**config.mk**
```make
export PLATFORM = sky130hd
export DESIGN_NAME = rgb_led_blink_pwm_core
export DESIGN_NICKNAME = d
export VERILOG_FILES = /design/src/sv/rlbp_pkg.sv /design/src/sv/rlbp_div.sv /design/src/sv/rlbp_ctrl.sv /design/src/sv/rlbp_dp.sv /design/src/sv/rgb_led_blink_pwm_core.sv
export SDC_FILE = /design/constraint.sdc
export NUM_CORES = 1
export LEC_CHECK = 0
export BUFFER_PORTS_ARGS = -buffer_cell sky130_fd_sc_hd__buf_2
export CORE_AREA = 3 3 239 241
export CTS_BUF_LIST = sky130_fd_sc_hd__clkbuf_8
export CTS_CLUSTER_SIZE = 8
export DETAILED_ROUTE_END_ITERATION = 10
export DIE_AREA = 0 0 242 244
export PLACE_DENSITY_LB_ADDON = 0.08
export SKIP_LAST_GASP = 1
export SLEW_MARGIN = 20
export SYNTH_ARGS = -nofsm -noshare
export SYNTH_HDL_FRONTEND = slang
export SYNTH_SLANG_ARGS = --single-unit
```
**constraint.sdc**
```tcl
create_clock -name clk -period 6.9 [get_ports clk]
set_clock_uncertainty 0.1 [all_clocks]
set_input_delay 0.69 -clock clk [delete_from_list [all_inputs] [get_ports clk]]
set_output_delay 0.69 -clock clk [all_outputs]
set_load 0.005 [all_outputs]
```
**src/sv/rlbp_pkg.sv**
```systemverilog
// Shared types and constants for the RGB LED blink PWM block.
// No dependencies; every other file imports this package.

package rlbp_pkg;

    // configuration register indexes
    localparam logic [2:0] REG_MODE  = 3'd0;
    localparam logic [2:0] REG_FREQ  = 3'd1;
    localparam logic [2:0] REG_DUTY  = 3'd2;
    localparam logic [2:0] REG_RED   = 3'd3;
    localparam logic [2:0] REG_GREEN = 3'd4;
    localparam logic [2:0] REG_BLUE  = 3'd5;
    localparam logic [2:0] REG_TOP   = 3'd6;

    localparam logic [1:0] CH_RED  = 2'd0;
    localparam logic [1:0] CH_BLUE = 2'd2;

    localparam logic [16:0] FRAC_FULL  = 17'd65536;
    localparam logic [16:0] COUNT_MAX  = 17'd131071;
    localparam logic [9:0]  MS_PER_SEC = 10'd1000;
    localparam logic [7:0]  PCT_FULL   = 8'd100;
    localparam logic [9:0]  DUR_RESET  = 10'd500;

    // divider: 16 quotient bits, two per cycle
    localparam int DIV_STEPS  = 2;
    localparam int DIV_CYCLES = 16 / DIV_STEPS;
    localparam int DIV_CNT_W  = $clog2(DIV_CYCLES);

    typedef enum logic [3:0] {
        ST_IDLE,
        ST_LVL,
        ST_PER,
        ST_PER_W,
        ST_ON,
        ST_ON_W,
        ST_DUR,
        ST_STEP,
        ST_TMUL,
        ST_TDIV,
        ST_TWAIT,
        ST_FIN
    } state_t;

    typedef enum logic [3:0] {
        OP_NONE,
        OP_CFG_WR,
        OP_CAP,
        OP_LVL_WR,
        OP_PER_START,
        OP_PER_SAVE,
        OP_ON_START,
        OP_DUR_WR,
        OP_STEP,
        OP_TICK_MUL,
        OP_TICK_START,
        OP_TICK_WR,
        OP_OUT_LOAD
    } op_t;

    typedef struct packed {
        op_t        op;
        logic [1:0] ch;
    } cmd_t;

    typedef struct packed {
        logic div_done;
        logic out_free;
    } stat_t;

endpackage

```
**src/sv/rlbp_div.sv**
```systemverilog
// Iterative restoring divider, two quotient bits per cycle.
// Depends on rlbp_pkg. Caller guarantees quotient < 2^16.

module rlbp_div
    import rlbp_pkg::*;
(
    input  logic        clk,
    input  logic        rst_n,
    input  logic        start,
    input  logic [31:0] dividend,
    input  logic [15:0] divisor,
    output logic        done,
    output logic [15:0] quotient
);

    logic [15:0]          rem_reg, rem_next;
    logic [15:0]          low_reg, low_next;
    logic [15:0]          dvs_reg;
    logic [DIV_CNT_W-1:0] cnt_reg;
    logic                 busy_reg;
    logic                 done_reg;

    always_comb
    begin
        logic [16:0] trial;
        rem_next = rem_reg;
        low_next = low_reg;
        for (int i = 0; i < DIV_STEPS; i++)
        begin
            trial    = {rem_next, low_next[15]};
            low_next = {low_next[14:0], 1'b0};
            if (trial >= {1'b0, dvs_reg})
            begin
                rem_next    = 16'(trial - {1'b0, dvs_reg});
                low_next[0] = 1'b1;
            end
            else
            begin
                rem_next = trial[15:0];
            end
        end
    end

    always_ff @(posedge clk or negedge rst_n)
    begin
        if (!rst_n)
        begin
            busy_reg <= 1'b0;
            done_reg <= 1'b0;
            cnt_reg  <= '0;
        end
        else
        begin
            done_reg <= 1'b0;
            if (start)
            begin
                busy_reg <= 1'b1;
                cnt_reg  <= '0;
            end
            else if (busy_reg)
            begin
                cnt_reg <= cnt_reg + 1'b1;
                if (cnt_reg == DIV_CNT_W'(DIV_CYCLES - 1))
                begin
                    busy_reg <= 1'b0;
                    done_reg <= 1'b1;
                end
            end
        end
    end

    always_ff @(posedge clk)
    begin
        if (start)
        begin
            rem_reg <= dividend[31:16];
            low_reg <= dividend[15:0];
            dvs_reg <= divisor;
        end
        else if (busy_reg)
        begin
            rem_reg <= rem_next;
            low_reg <= low_next;
        end
    end

    assign done     = done_reg;
    assign quotient = low_reg;

endmodule

```
**src/sv/rlbp_ctrl.sv**
```systemverilog
// Sequencer for configuration updates and per-request work.
// Depends on rlbp_pkg; drives the datapath through cmd_t.

module rlbp_ctrl
    import rlbp_pkg::*;
(
    input  logic       clk,
    input  logic       rst_n,
    input  logic       in_valid,
    input  logic       cfg_valid,
    input  logic [2:0] cfg_index,
    input  stat_t      stat,
    output cmd_t       cmd,
    output logic       in_stall,
    output logic       cfg_ready
);

    state_t     state_reg, state_next;
    logic [1:0] ch_reg, ch_next;

    always_comb
    begin
        state_next = state_reg;
        ch_next    = ch_reg;
        case (state_reg)
            ST_IDLE:
            begin
                if (cfg_valid)
                begin
                    case (cfg_index)
                        REG_MODE, REG_FREQ, REG_DUTY: state_next = ST_PER;
                        REG_RED, REG_GREEN, REG_BLUE: state_next = ST_LVL;
                        default:                      state_next = ST_IDLE;
                    endcase
                end
                else if (in_valid)
                begin
                    state_next = ST_STEP;
                end
            end
            ST_LVL:   state_next = ST_IDLE;
            ST_PER:   state_next = ST_PER_W;
            ST_PER_W: if (stat.div_done) state_next = ST_ON;
            ST_ON:    state_next = ST_ON_W;
            ST_ON_W:  if (stat.div_done) state_next = ST_DUR;
            ST_DUR:   state_next = ST_IDLE;
            ST_STEP:
            begin
                ch_next    = CH_RED;
                state_next = ST_TMUL;
            end
            ST_TMUL:  state_next = ST_TDIV;
            ST_TDIV:  state_next = ST_TWAIT;
            ST_TWAIT:
            begin
                if (stat.div_done)
                begin
                    ch_next    = ch_reg + 1'b1;
                    state_next = (ch_reg == CH_BLUE) ? ST_FIN : ST_TMUL;
                end
            end
            ST_FIN:   if (stat.out_free) state_next = ST_IDLE;
            default:  state_next = ST_IDLE;
        endcase
    end

    always_comb
    begin
        cmd.op = OP_NONE;
        cmd.ch = ch_reg;
        case (state_reg)
            ST_IDLE:
            begin
                if (cfg_valid)
                    cmd.op = OP_CFG_WR;
                else if (in_valid)
                    cmd.op = OP_CAP;
            end
            ST_LVL:   cmd.op = OP_LVL_WR;
            ST_PER:   cmd.op = OP_PER_START;
            ST_PER_W: if (stat.div_done) cmd.op = OP_PER_SAVE;
            ST_ON:    cmd.op = OP_ON_START;
            ST_ON_W:  if (stat.div_done) cmd.op = OP_DUR_WR;
            ST_STEP:  cmd.op = OP_STEP;
            ST_TMUL:  cmd.op = OP_TICK_MUL;
            ST_TDIV:  cmd.op = OP_TICK_START;
            ST_TWAIT: if (stat.div_done) cmd.op = OP_TICK_WR;
            ST_FIN:   if (stat.out_free) cmd.op = OP_OUT_LOAD;
            default:  cmd.op = OP_NONE;
        endcase
    end

    // config takes priority over a request in the same cycle
    assign cfg_ready = (state_reg == ST_IDLE);
    assign in_stall  = (state_reg != ST_IDLE) || cfg_valid;

    always_ff @(posedge clk or negedge rst_n)
    begin
        if (!rst_n)
        begin
            state_reg <= ST_IDLE;
            ch_reg    <= CH_RED;
        end
        else
        begin
            state_reg <= state_next;
            ch_reg    <= ch_next;
        end
    end

endmodule

```
**src/sv/rlbp_dp.sv**
```systemverilog
// Datapath: config registers, levels, blink timer, compare scaling, output register.
// Depends on rlbp_pkg and rlbp_div.

module rlbp_dp
    import rlbp_pkg::*;
#(
    parameter int LEVELS = 256
)
(
    input  logic        clk,
    input  logic        rst_n,
    input  cmd_t        cmd,
    output stat_t       stat,
    input  logic [2:0]  cfg_index,
    input  logic [16:0] cfg_data,
    input  logic [15:0] elapsed_ms,
    output logic        out_valid,
    input  logic        out_stall,
    output logic [15:0] red_compare,
    output logic [15:0] green_compare,
    output logic [15:0] blue_compare,
    output logic        lit
);

    localparam logic [15:0] VMAX = 16'(LEVELS - 1);
    localparam logic [15:0] HALF = 16'((LEVELS - 1) / 2);

    // configuration
    logic        mode_reg;
    logic [15:0] freq_reg;
    logic [7:0]  duty_reg;
    logic [15:0] top_reg;

    // blink state
    logic [16:0] count_reg;
    logic        phase_reg;
    logic [9:0]  on_reg;
    logic [9:0]  off_reg;
    logic [9:0]  period_reg;

    logic [15:0] lvl_reg [3];
    logic [15:0] tick_reg [3];
    logic [32:0] fprod_reg;
    logic        fnz_reg;
    logic [1:0]  fch_reg;
    logic [31:0] tprod_reg;
    logic [15:0] elapsed_reg;

    logic        out_valid_reg;
    logic [15:0] out_r_reg, out_g_reg, out_b_reg;
    logic        out_lit_reg;

    logic        div_start;
    logic [31:0] div_dividend;
    logic [15:0] div_divisor;
    logic        div_done;
    logic [15:0] div_q;

    logic [16:0] frac_sat;
    logic [16:0] lvl_round;
    logic [15:0] lvl_new;
    logic [15:0] freq_eff;
    logic [7:0]  duty_sat;
    logic [9:0]  on_q;
    logic [9:0]  off_raw;
    logic [15:0] lvl_sel;
    logic [15:0] tick_new;
    logic        lit_now;
    logic [9:0]  phase_len;
    logic [17:0] count_sum;
    logic [16:0] count_sat;

    assign frac_sat  = (cfg_data > FRAC_FULL) ? FRAC_FULL : cfg_data;
    assign lvl_round = 17'((fprod_reg + 33'd32768) >> 16);
    assign lvl_new   = (fnz_reg && lvl_round == '0) ? 16'd1 : lvl_round[15:0];

    assign freq_eff = (freq_reg == '0) ? 16'd1 : freq_reg;
    assign duty_sat = (duty_reg > PCT_FULL) ? PCT_FULL : duty_reg;
    assign on_q     = div_q[9:0];
    assign off_raw  = period_reg - on_q;

    always_comb
    begin
        case (cmd.ch)
            2'd0:    lvl_sel = lvl_reg[0];
            2'd1:    lvl_sel = lvl_reg[1];
            default: lvl_sel = lvl_reg[2];
        endcase
    end

    assign lit_now  = !mode_reg || phase_reg;
    assign tick_new = (lvl_sel == '0 || !lit_now) ? 16'd0
                    : (div_q == '0) ? 16'd1 : div_q;

    assign phase_len = phase_reg ? on_reg : off_reg;
    assign count_sum = {1'b0, count_reg} + {2'b00, elapsed_reg};
    assign count_sat = (count_sum > {1'b0, COUNT_MAX}) ? COUNT_MAX : count_sum[16:0];

    // divider operand select
    always_comb
    begin
        div_start    = 1'b0;
        div_dividend = tprod_reg;
        div_divisor  = VMAX;
        case (cmd.op)
            OP_PER_START:
            begin
                div_start    = 1'b1;
                div_dividend = {22'd0, MS_PER_SEC};
                div_divisor  = freq_eff;
            end
            OP_ON_START:
            begin
                div_start    = 1'b1;
                div_dividend = 32'(period_reg * duty_sat);
                div_divisor  = {8'd0, PCT_FULL};
            end
            OP_TICK_START:
            begin
                div_start = 1'b1;
            end
            default: div_start = 1'b0;
        endcase
    end

    rlbp_div u_div (
        .clk      (clk),
        .rst_n    (rst_n),
        .start    (div_start),
        .dividend (div_dividend),
        .divisor  (div_divisor),
        .done     (div_done),
        .quotient (div_q)
    );

    always_ff @(posedge clk or negedge rst_n)
    begin
        if (!rst_n)
        begin
            mode_reg      <= 1'b0;
            freq_reg      <= 16'd1;
            duty_reg      <= 8'd50;
            top_reg       <= 16'd255;
            count_reg     <= '0;
            phase_reg     <= 1'b1;
            on_reg        <= DUR_RESET;
            off_reg       <= DUR_RESET;
            lvl_reg[0]    <= '0;
            lvl_reg[1]    <= '0;
            lvl_reg[2]    <= '0;
            out_valid_reg <= 1'b0;
        end
        else
        begin
            if (out_valid_reg && !out_stall)
                out_valid_reg <= 1'b0;
            case (cmd.op)
                OP_CFG_WR:
                begin
                    case (cfg_index)
                        REG_MODE: mode_reg <= cfg_data[0];
                        REG_FREQ: freq_reg <= cfg_data[15:0];
                        REG_DUTY: duty_reg <= cfg_data[7:0];
                        REG_TOP:  top_reg  <= cfg_data[15:0];
                        default:  ;
                    endcase
                end
                OP_LVL_WR: lvl_reg[fch_reg] <= lvl_new;
                OP_DUR_WR:
                begin
                    on_reg    <= (on_q == '0 && duty_sat != '0) ? 10'd1 : on_q;
                    off_reg   <= (off_raw == '0 && duty_sat != PCT_FULL) ? 10'd1 : off_raw;
                    count_reg <= '0;
                    phase_reg <= 1'b1;
                end
                OP_STEP:
                begin
                    // static mode ignores elapsed time; one toggle at most
                    if (mode_reg)
                    begin
                        if (count_sat >= {7'd0, phase_len})
                        begin
                            count_reg <= '0;
                            phase_reg <= !phase_reg;
                        end
                        else
                        begin
                            count_reg <= count_sat;
                        end
                    end
                end
                OP_OUT_LOAD: out_valid_reg <= 1'b1;
                default: ;
            endcase
        end
    end

    always_ff @(posedge clk)
    begin
        case (cmd.op)
            OP_CFG_WR:
            begin
                fprod_reg <= 33'(frac_sat * VMAX);
                fnz_reg   <= (frac_sat != '0);
                fch_reg   <= 2'(cfg_index - REG_RED);
            end
            OP_CAP:      elapsed_reg <= elapsed_ms;
            OP_PER_SAVE: period_reg  <= (div_q == '0) ? 10'd1 : div_q[9:0];
            OP_TICK_MUL: tprod_reg   <= 32'(lvl_sel * top_reg) + {16'd0, HALF};
            OP_TICK_WR:  tick_reg[cmd.ch] <= tick_new;
            OP_OUT_LOAD:
            begin
                out_r_reg   <= tick_reg[0];
                out_g_reg   <= tick_reg[1];
                out_b_reg   <= tick_reg[2];
                out_lit_reg <= lit_now;
            end
            default: ;
        endcase
    end

    assign stat.div_done = div_done;
    assign stat.out_free = !out_valid_reg || !out_stall;

    assign out_valid     = out_valid_reg;
    assign red_compare   = out_r_reg;
    assign green_compare = out_g_reg;
    assign blue_compare  = out_b_reg;
    assign lit           = out_lit_reg;

endmodule

```
**src/sv/rgb_led_blink_pwm_core.sv**
```systemverilog
// Top level of the RGB LED blink PWM block: controller plus datapath.
// Depends on rlbp_pkg, rlbp_ctrl, rlbp_dp (which holds rlbp_div).
//
//  channel | signals                                  | handshake
//  --------+------------------------------------------+-------------------------
//  in      | elapsed_ms[15:0]                         | in_valid / in_stall
//  out     | red/green/blue_compare[15:0], lit        | out_valid / out_stall
//  cfg     | cfg_index[2:0], cfg_data[16:0]           | cfg_valid / cfg_ready
//
// One request at a time: after acceptance the blink phase is updated, then the
// shared 2-bit-per-cycle divider (a start step, its iterations and a done step)
// is used once per color channel after a multiply step, and the result register
// is loaded; the next request is taken in the cycle after the load.
// The result sits in an output register, so the next request is taken while
// the previous result is still stalled; only the final load waits on it.
// Writes to mode, blink rate or duty hold cfg_ready low while the on/off
// durations are recomputed; color writes hold it low while the level is stored.
// Reset (rst_n, async low) restores the documented register values, a lit
// phase, zero levels and 500/500 ms durations.

module rgb_led_blink_pwm_core
    import rlbp_pkg::*;
#(
    parameter int LEVELS = 256
)
(
    input  logic        clk,
    input  logic        rst_n,
    input  logic        in_valid,
    output logic        in_stall,
    input  logic [15:0] elapsed_ms,
    output logic        out_valid,
    input  logic        out_stall,
    output logic [15:0] red_compare,
    output logic [15:0] green_compare,
    output logic [15:0] blue_compare,
    output logic        lit,
    input  logic        cfg_valid,
    output logic        cfg_ready,
    input  logic [2:0]  cfg_index,
    input  logic [16:0] cfg_data
);

    cmd_t  cmd;
    stat_t stat;

    // sequencer: decodes config writes and walks the per-request steps
    rlbp_ctrl u_ctrl (
        .clk       (clk),
        .rst_n     (rst_n),
        .in_valid  (in_valid),
        .cfg_valid (cfg_valid),
        .cfg_index (cfg_index),
        .stat      (stat),
        .cmd       (cmd),
        .in_stall  (in_stall),
        .cfg_ready (cfg_ready)
    );

    // datapath: registers, blink timer, level and compare arithmetic
    rlbp_dp #(
        .LEVELS (LEVELS)
    ) u_dp (
        .clk           (clk),
        .rst_n         (rst_n),
        .cmd           (cmd),
        .stat          (stat),
        .cfg_index     (cfg_index),
        .cfg_data      (cfg_data),
        .elapsed_ms    (elapsed_ms),
        .out_valid     (out_valid),
        .out_stall     (out_stall),
        .red_compare   (red_compare),
        .green_compare (green_compare),
        .blue_compare  (blue_compare),
        .lit           (lit)
    );

endmodule

```
==> summary.txt, run 1 <==
Vias/cell -> 5.33
initial antenna violation count -> 6
Inst Count DP -> 3,494
# fillers -> 4,938
status -> complete, no violations
Synth top area share -> 0.233
dominant cells by area after synthesis -> edfxtp_1, fa_1, ha_1
Die Area -> 59,000 sq um
via count -> 19,300
CP startpoint kind -> flip-flop
clock root cell -> clkbuf_8
cell mode on critical path -> inv_1
Detailed Routing Iterations Pass 1 -> 5
GRT overflow -> 0
Final ANT Viol Nets -> 0
Inserted Clock Buffers -> 60
slowest stage delay, CP -> 0.57 ns
vias in the first global route -> 20,000
CTS clk-pin slew, worst paths -> 0.06 ns
synthesized area -> 27,400 sq um
ys async rst share -> 0.362
Fin. Hold Viols -> 0
Total Nets Final -> 3,377
Critical Path RT -> 7.20 ns
pins over their slew limit -> 0
endpoint class of the critical path -> flip-flop
Clock Latency Late Sink -> 0.67 ns
Die X -> 242 um
Arr. time, crit path -> 6.98 ns
Post-synth EDFFs -> 213
overall routing resource usage -> 0.225
core box area -> 55,100 sq um
fmax -> 150 MHz
final worst path period share -> 0.968
Worst-Margin Slew -> 1.01 ns
crit path time final -> 6.68 ns
Area growth syn-to-layout -> 13.3%
fin cells -> 3,621
I/O Pins -> 93
Mapped Cells -> 2,629
wire per inst -> 18.2 um
Avg Cell Area, Syn -> 10.4 sq um
Routed WL -> 65,900 um
Initial DRC Count -> 1,036
top cell type by total area after synthesis -> edfxtp_1
H-tree levels -> 2
Die Span Y -> 244 um
Slowest cell on crit path -> fa_2
synth unique cells -> 82
Yosys reg bits -> 334
top post-synthesis cells by count -> inv_1, nand2_1, ha_1, fa_1, edfxtp_1
max reg flops -> 48
CTS sink count -> 334
P per Cell Area -> 164 nW/um^2
Final setup viols -> 0
first-pass GRT wire length -> 106,000 um
Setup CP Type -> reg -> reg
post-synthesis sequential area ratio -> 0.345
CP Max Fanout -> 7
Std-Cell Rows -> 86
Starting Density -> 0.498
Ys Warns -> 0
max-cap check violation count -> 0
hold crit path type -> in -> async
Clock Path Buffers -> 3
largest net degree at the start of global routing -> 75
dpl hpwl -> 52,300 um
final setup margin -> 0.221 ns
port bufs -> 92
Max-slew headroom -> 0.327
leakage power -> 0.0142 uW
Synth Flop Type -> edfxtp_1
Placer Congestion -> 0.897
maximum VDD drop -> 149 uV
count leader, synth -> inv_1
CTS tree -> built
Remaining DRCs -> 0
layout cell share with drive strength beyond 1 -> 0.157
worst slack, placed -> -0.118 ns
[metrics by stage]
step	hold WS (ns)	setup TNS [ns]	instance area (sq um)	total power, uW	utilization
floorplan	0.294	0	27500	2810	-
global placement	0.304	0	29400	3060	0.533
detailed placement	0.305	-0.399	29400	3090	0.533
CTS	0.0565	0	30800	5180	0.559
global route	0.0669	-0.0708	31100	5410	0.564
finish	0.0942	0	31100	5090	0.564
[worst max-delay path: cells and delay by family, from the launching register on]
kind                       cells  cell delay [ns]
and+or+nand+nor                6             0.84
buffers and inverters          8             0.76
AOI/OAI and AO/OA              5             1.03
DFF                            1             0.35
adders and majority gates      8             3.26
xor gates and xnor gates       1             0.06
[per-layer routing]
metal	share of wire	track usage
met4	0.028	0.0758
met3	0.045	0.0288
met5	0	0
met1	0.45	0.300
met2	0.48	0.382
[cells by family after synthesis]
| family | after synthesis | synth area share |
|---|---|---|
| other cells | 2 | 0.000274 |
| compound gates | 417 | 0.0984 |
| simple gates | 699 | 0.124 |
| mux | 89 | 0.0350 |
| xor+xnor | 90 | 0.0287 |
| fa+ha+maj | 516 | 0.302 |
| flops | 334 | 0.345 |
| buf+inv | 482 | 0.0665 |
[timing repair]
| action | CTS | global route |
|---|---|---|
| hold buffers | 0 | 0 |
| endpoints found under the setup margin | 5 | 14 |
| cloned | 0 | 1 |
| gates resized for setup | 11 | 42 |
| pin swaps | 2 | 21 |
| endpoints found under the hold margin | 0 | 0 |
| setup buffers | 1 | 10 |
[final timing paths]
check	end	cells after the start	slack [ns]	startpoint
min in group clk	u_dp.elapsed_reg[6]	1	0.10	elapsed_ms[6]
min reg2reg	blue_compare[5]	0	0.30	u_dp.tick_reg[2][5]
max reg2reg	u_dp.tprod_reg[19]	28	0.22	u_ctrl.ch_reg[1]
min	u_dp.lvl_reg[33]	1	0.09	rst_n
max	u_dp.tprod_reg[19]	28	0.22	u_ctrl.ch_reg[1]
max in group asynchronous	u_dp.lvl_reg[2]	2	5.34	rst_n
[report_power, final]
part	switching (uW)	internal [uW]	total, uW
sequential	0.0000000000000372	2150	2150
combinational	485	398	882
clock	848	1210	2060
total	1330	3760	5090
[area by class of cell]
| class | count | area (sq um) | share of cell area |
|---|---|---|---|
| inverter | 396 | 1490 | 0.0478 |
| multi-input combinational | 1822 | 16400 | 0.529 |
| tap | 748 | 936 | 0.0301 |
| clock buffer | 75 | 1030 | 0.0332 |
| sequential | 334 | 9460 | 0.304 |
| clock inverter | 39 | 348 | 0.0112 |
| timing repair buffer | 206 | 1380 | 0.0444 |
| antenna | 1 | 2.50 | 0.0000805 |
[placed cells by master (no fill, tap or decap), types with 8 or more instances in the layout]
master / synthesis / routed
o21ai_0: 115 / 110
xnor2_1: 58 / 58
or2_2: 11 / 10
a21oi_1: 110 / 104
nor2b_1: 22 / 20
and2_1: 133 / 132
o21bai_1: 13 / 13
clkbuf_8: 0 / 75
nand4_1: 11 / 11
dfrtp_1: 96 / 96
mux2_2: 55 / 55
xor2_1: 32 / 32
o21a_1: 18 / 18
dfstp_2: 25 / 25
buf_2: 2 / 91
mux2i_1: 33 / 33
a211oi_1: 10 / 9
and3_1: 28 / 28
a211o_1: 9 / 9
ha_1: 273 / 268
nor2_1: 105 / 102
nor3_1: 21 / 18
buf_4: 0 / 108
o31ai_1: 20 / 19
inv_1: 395 / 415
o21ai_1: 6 / 9
nand3_1: 25 / 24
nor4_1: 15 / 13
a21o_1: 21 / 21
conb_1: 2 / 10
nand2b_1: 16 / 16
o22ai_1: 8 / 8
nand2_1: 278 / 272
edfxtp_1: 213 / 213
fa_1: 243 / 242
Note: power is estimated with default switching activity, not from simulation.
==> run 2, diff against run 1 <==
--- a/config.mk
+++ b/config.mk
@@ -7,9 +7,9 @@
 export LEC_CHECK = 0
 export BUFFER_PORTS_ARGS = -buffer_cell sky130_fd_sc_hd__buf_2
-export CORE_AREA = 3 3 239 241
+export CORE_AREA = 3 3 170 338
 export CTS_BUF_LIST = sky130_fd_sc_hd__clkbuf_8
 export CTS_CLUSTER_SIZE = 8
 export DETAILED_ROUTE_END_ITERATION = 10
-export DIE_AREA = 0 0 242 244
+export DIE_AREA = 0 0 173 341
 export PLACE_DENSITY_LB_ADDON = 0.08
 export SKIP_LAST_GASP = 1
==> constraint.sdc (replaced) <==
create_clock -name clk -period 6.9 [get_ports clk]
set_clock_uncertainty 0.1 [all_clocks]
set_input_delay 1.38 -clock clk [delete_from_list [all_inputs] [get_ports clk]]
set_output_delay 1.38 -clock clk [all_outputs]
set_load 0.005 [all_outputs]
==> run 2 against run 1 <==
Against the previous run: cell area is 0.96% higher; total power is 4.4% lower; sequential power barely moved; hold slack improved by 0.22 ns; clock power fell by 16%; fmax about the same; critical path depth rose by 2; global-route usage rose by 3.1 points; critical endpoint unchanged; largest cell class unchanged.
==> summary.txt, run 2 (synthesis results as in run 1) <==
Area growth syn-to-layout -> 14.4%
Die Area -> 59,000 sq um (about the same)
CP startpoint kind -> flip-flop
I/O Pins -> 93 (unchanged)
GRT overflow -> 0 (unchanged)
Placer Congestion -> 0.933 (+3.9%)
Total Nets Final -> 3,440 (+1.9%)
Remaining DRCs -> 0 (unchanged)
Detailed Routing Iterations Pass 1 -> 5 (unchanged)
Final setup viols -> 0 (unchanged)
crit path time final -> 6.68 ns (+0.00319 ns)
Setup CP Type -> reg -> reg
Inserted Clock Buffers -> 52 (-13%)
CTS clk-pin slew, worst paths -> 0.07 ns (about the same)
Fin. Hold Viols -> 0 (unchanged)
vias in the first global route -> 21,600 (+7.8%)
maximum VDD drop -> 158 uV (+5.6%)
most frequent cells in the layout -> inv_1, nand2_1, ha_1
pins over their slew limit -> 0 (unchanged)
Die X -> 173 um (-29%)
crit path from -> u_ctrl.ch_reg[0]
Worst Hold Launch -> u_dp.tick_reg[1][12]
Max-slew headroom -> 0.304 (-0.0228)
final worst path period share -> 0.968 (about the same)
overall routing resource usage -> 0.256 (+0.0308)
H-tree levels -> 2 (unchanged)
Arr. time, crit path -> 6.94 ns (-0.04 ns)
Vias/cell -> 5.40 (+1.4%)
initial antenna violation count -> 2 (-4)
CP Max Fanout -> 10 (+3)
via count -> 19,800 (+2.9%)
met3 Usage GRT -> 0.0235 (-0.00535)
CTS tree -> built
largest net degree at the start of global routing -> 63 (-16%)
hold crit path type -> reg -> reg
hold slack -> 0.316 ns (+0.222 ns)
Clock Path Buffers -> 3 (unchanged)
Critical Path RT -> 7.16 ns (-0.04 ns)
Die Span Y -> 341 um (+40%)
endpoint class of the critical path -> flip-flop
Slowest cell on crit path -> fa_1
Routed WL -> 75,300 um (+14%)
slowest stage delay, CP -> 0.53 ns (-0.04 ns)
hold buffers post-CTS -> 0 (unchanged)
met1 Usage GRT -> 0.247 (-0.0536)
first-pass GRT wire length -> 117,000 um (+10%)
port bufs -> 92 (unchanged)
wire per inst -> 20.5 um (+13%)
met2 Use GR -> 0.515 (+0.133)
core box area -> 55,300 sq um (+0.30%)
Final ANT Viol Nets -> 0 (unchanged)
cell mode on critical path -> inv_1
Clock Latency Late Sink -> 0.62 ns (-0.05 ns)
CTS sink count -> 334 (unchanged)
Std-Cell Rows -> 122 (+42%)
status -> complete, no violations
Worst-Margin Slew -> 1.04 ns (+0.0313 ns)
max-cap check violation count -> 0 (unchanged)
layout cell share with drive strength beyond 1 -> 0.173 (+0.0151)
CP bufs+invs -> 10 (+2)
RSZ-0062 raised after global routing -> yes
fmax -> 150 MHz (about the same)
dpl hpwl -> 61,600 um (+18%)
Initial DRC Count -> 947 (-8.6%)
Post-Route Setup TNS -> 0 ns (unchanged)
clock root cell -> clkbuf_8
most utilized layer in the global route result -> met2
max reg flops -> 48 (unchanged)
Starting Density -> 0.496 (-0.00149)
commonest non-fill, non-tap cell in the layout -> inv_1
reg2reg start -> u_ctrl.ch_reg[0]
P per Cell Area -> 155 nW/um^2 (-5.3%)
CP delay by family, top -> adder cells
leakage power -> 0.0145 uW (+1.7%)
## run 2: cell types whose count changed in the layout (fill, tap and decap cells not counted), moves of 3 or more
cell       before  now
bufinv_16       6    3
a21oi_2         4    7
clkbuf_8       75   62
a31oi_2         0    3
a31oi_1         7    4
buf_12          4    9
buf_4         108  177
clkinv_2        7    0
inv_1         415  423
## run 2: through the flow
step	utilization	std cells	power [uW]	setup WS, ns	area, sq um
5_1_grt	0.568	3672	5140	-0.0847	31400
2_1_floorplan	-	2637	2820	0.0431	27500
4_1_cts	0.563	3667	4920	0.00335	31100
3_5_place_dp	0.543	3569	3180	-0.586	30000
6_report	0.568	3672	4870	0.218	31400
3_3_place_gp	0.543	3569	3160	-0.515	30000
## run 2: area by class of cell
class	count	area [sq um]
inverter	396	1490
timing repair buffer	278	1980
clock inverter	36	221
clock buffer	62	853
sequential	334	9460
multi-input combinational	1821	16400
fill	4893	23900
antenna	1	2.50
tap	744	931
## run 2: timing repair
item,4_1_cts,5_1_grt
endpoints found under the setup margin,13,18
setup buffers,0,4
endpoints found under the hold margin,0,0
gates resized for setup,10,43
pin swaps,3,20
## run 2: worst paths after layout
path	to	slack [ns]	cells past startpoint
max reg2reg	u_dp.tprod_reg[19]	0.22	30
min reg2reg	green_compare[12]	0.32	0
max in group asynchronous	u_ctrl.ch_reg[0]	4.48	2
max	u_dp.tprod_reg[19]	0.22	30
min	green_compare[12]	0.32	0
min in group asynchronous	u_dp.count_reg[7]	0.73	1
## run 2: power breakdown
group               switching, uW  internal, uW  total (uW)
logic                         522           467         989
registers      0.0000000000000409          2150        2150
clock network                 805           924        1730
total                        1330          3540        4870
## run 2: per-layer routing
layer,vias to the layer above,part of all wire
met2,531,0.57
met1,9794,0.33
met3,208,0.029
met4,0,0.066
li1,9302,-
met5,-,0
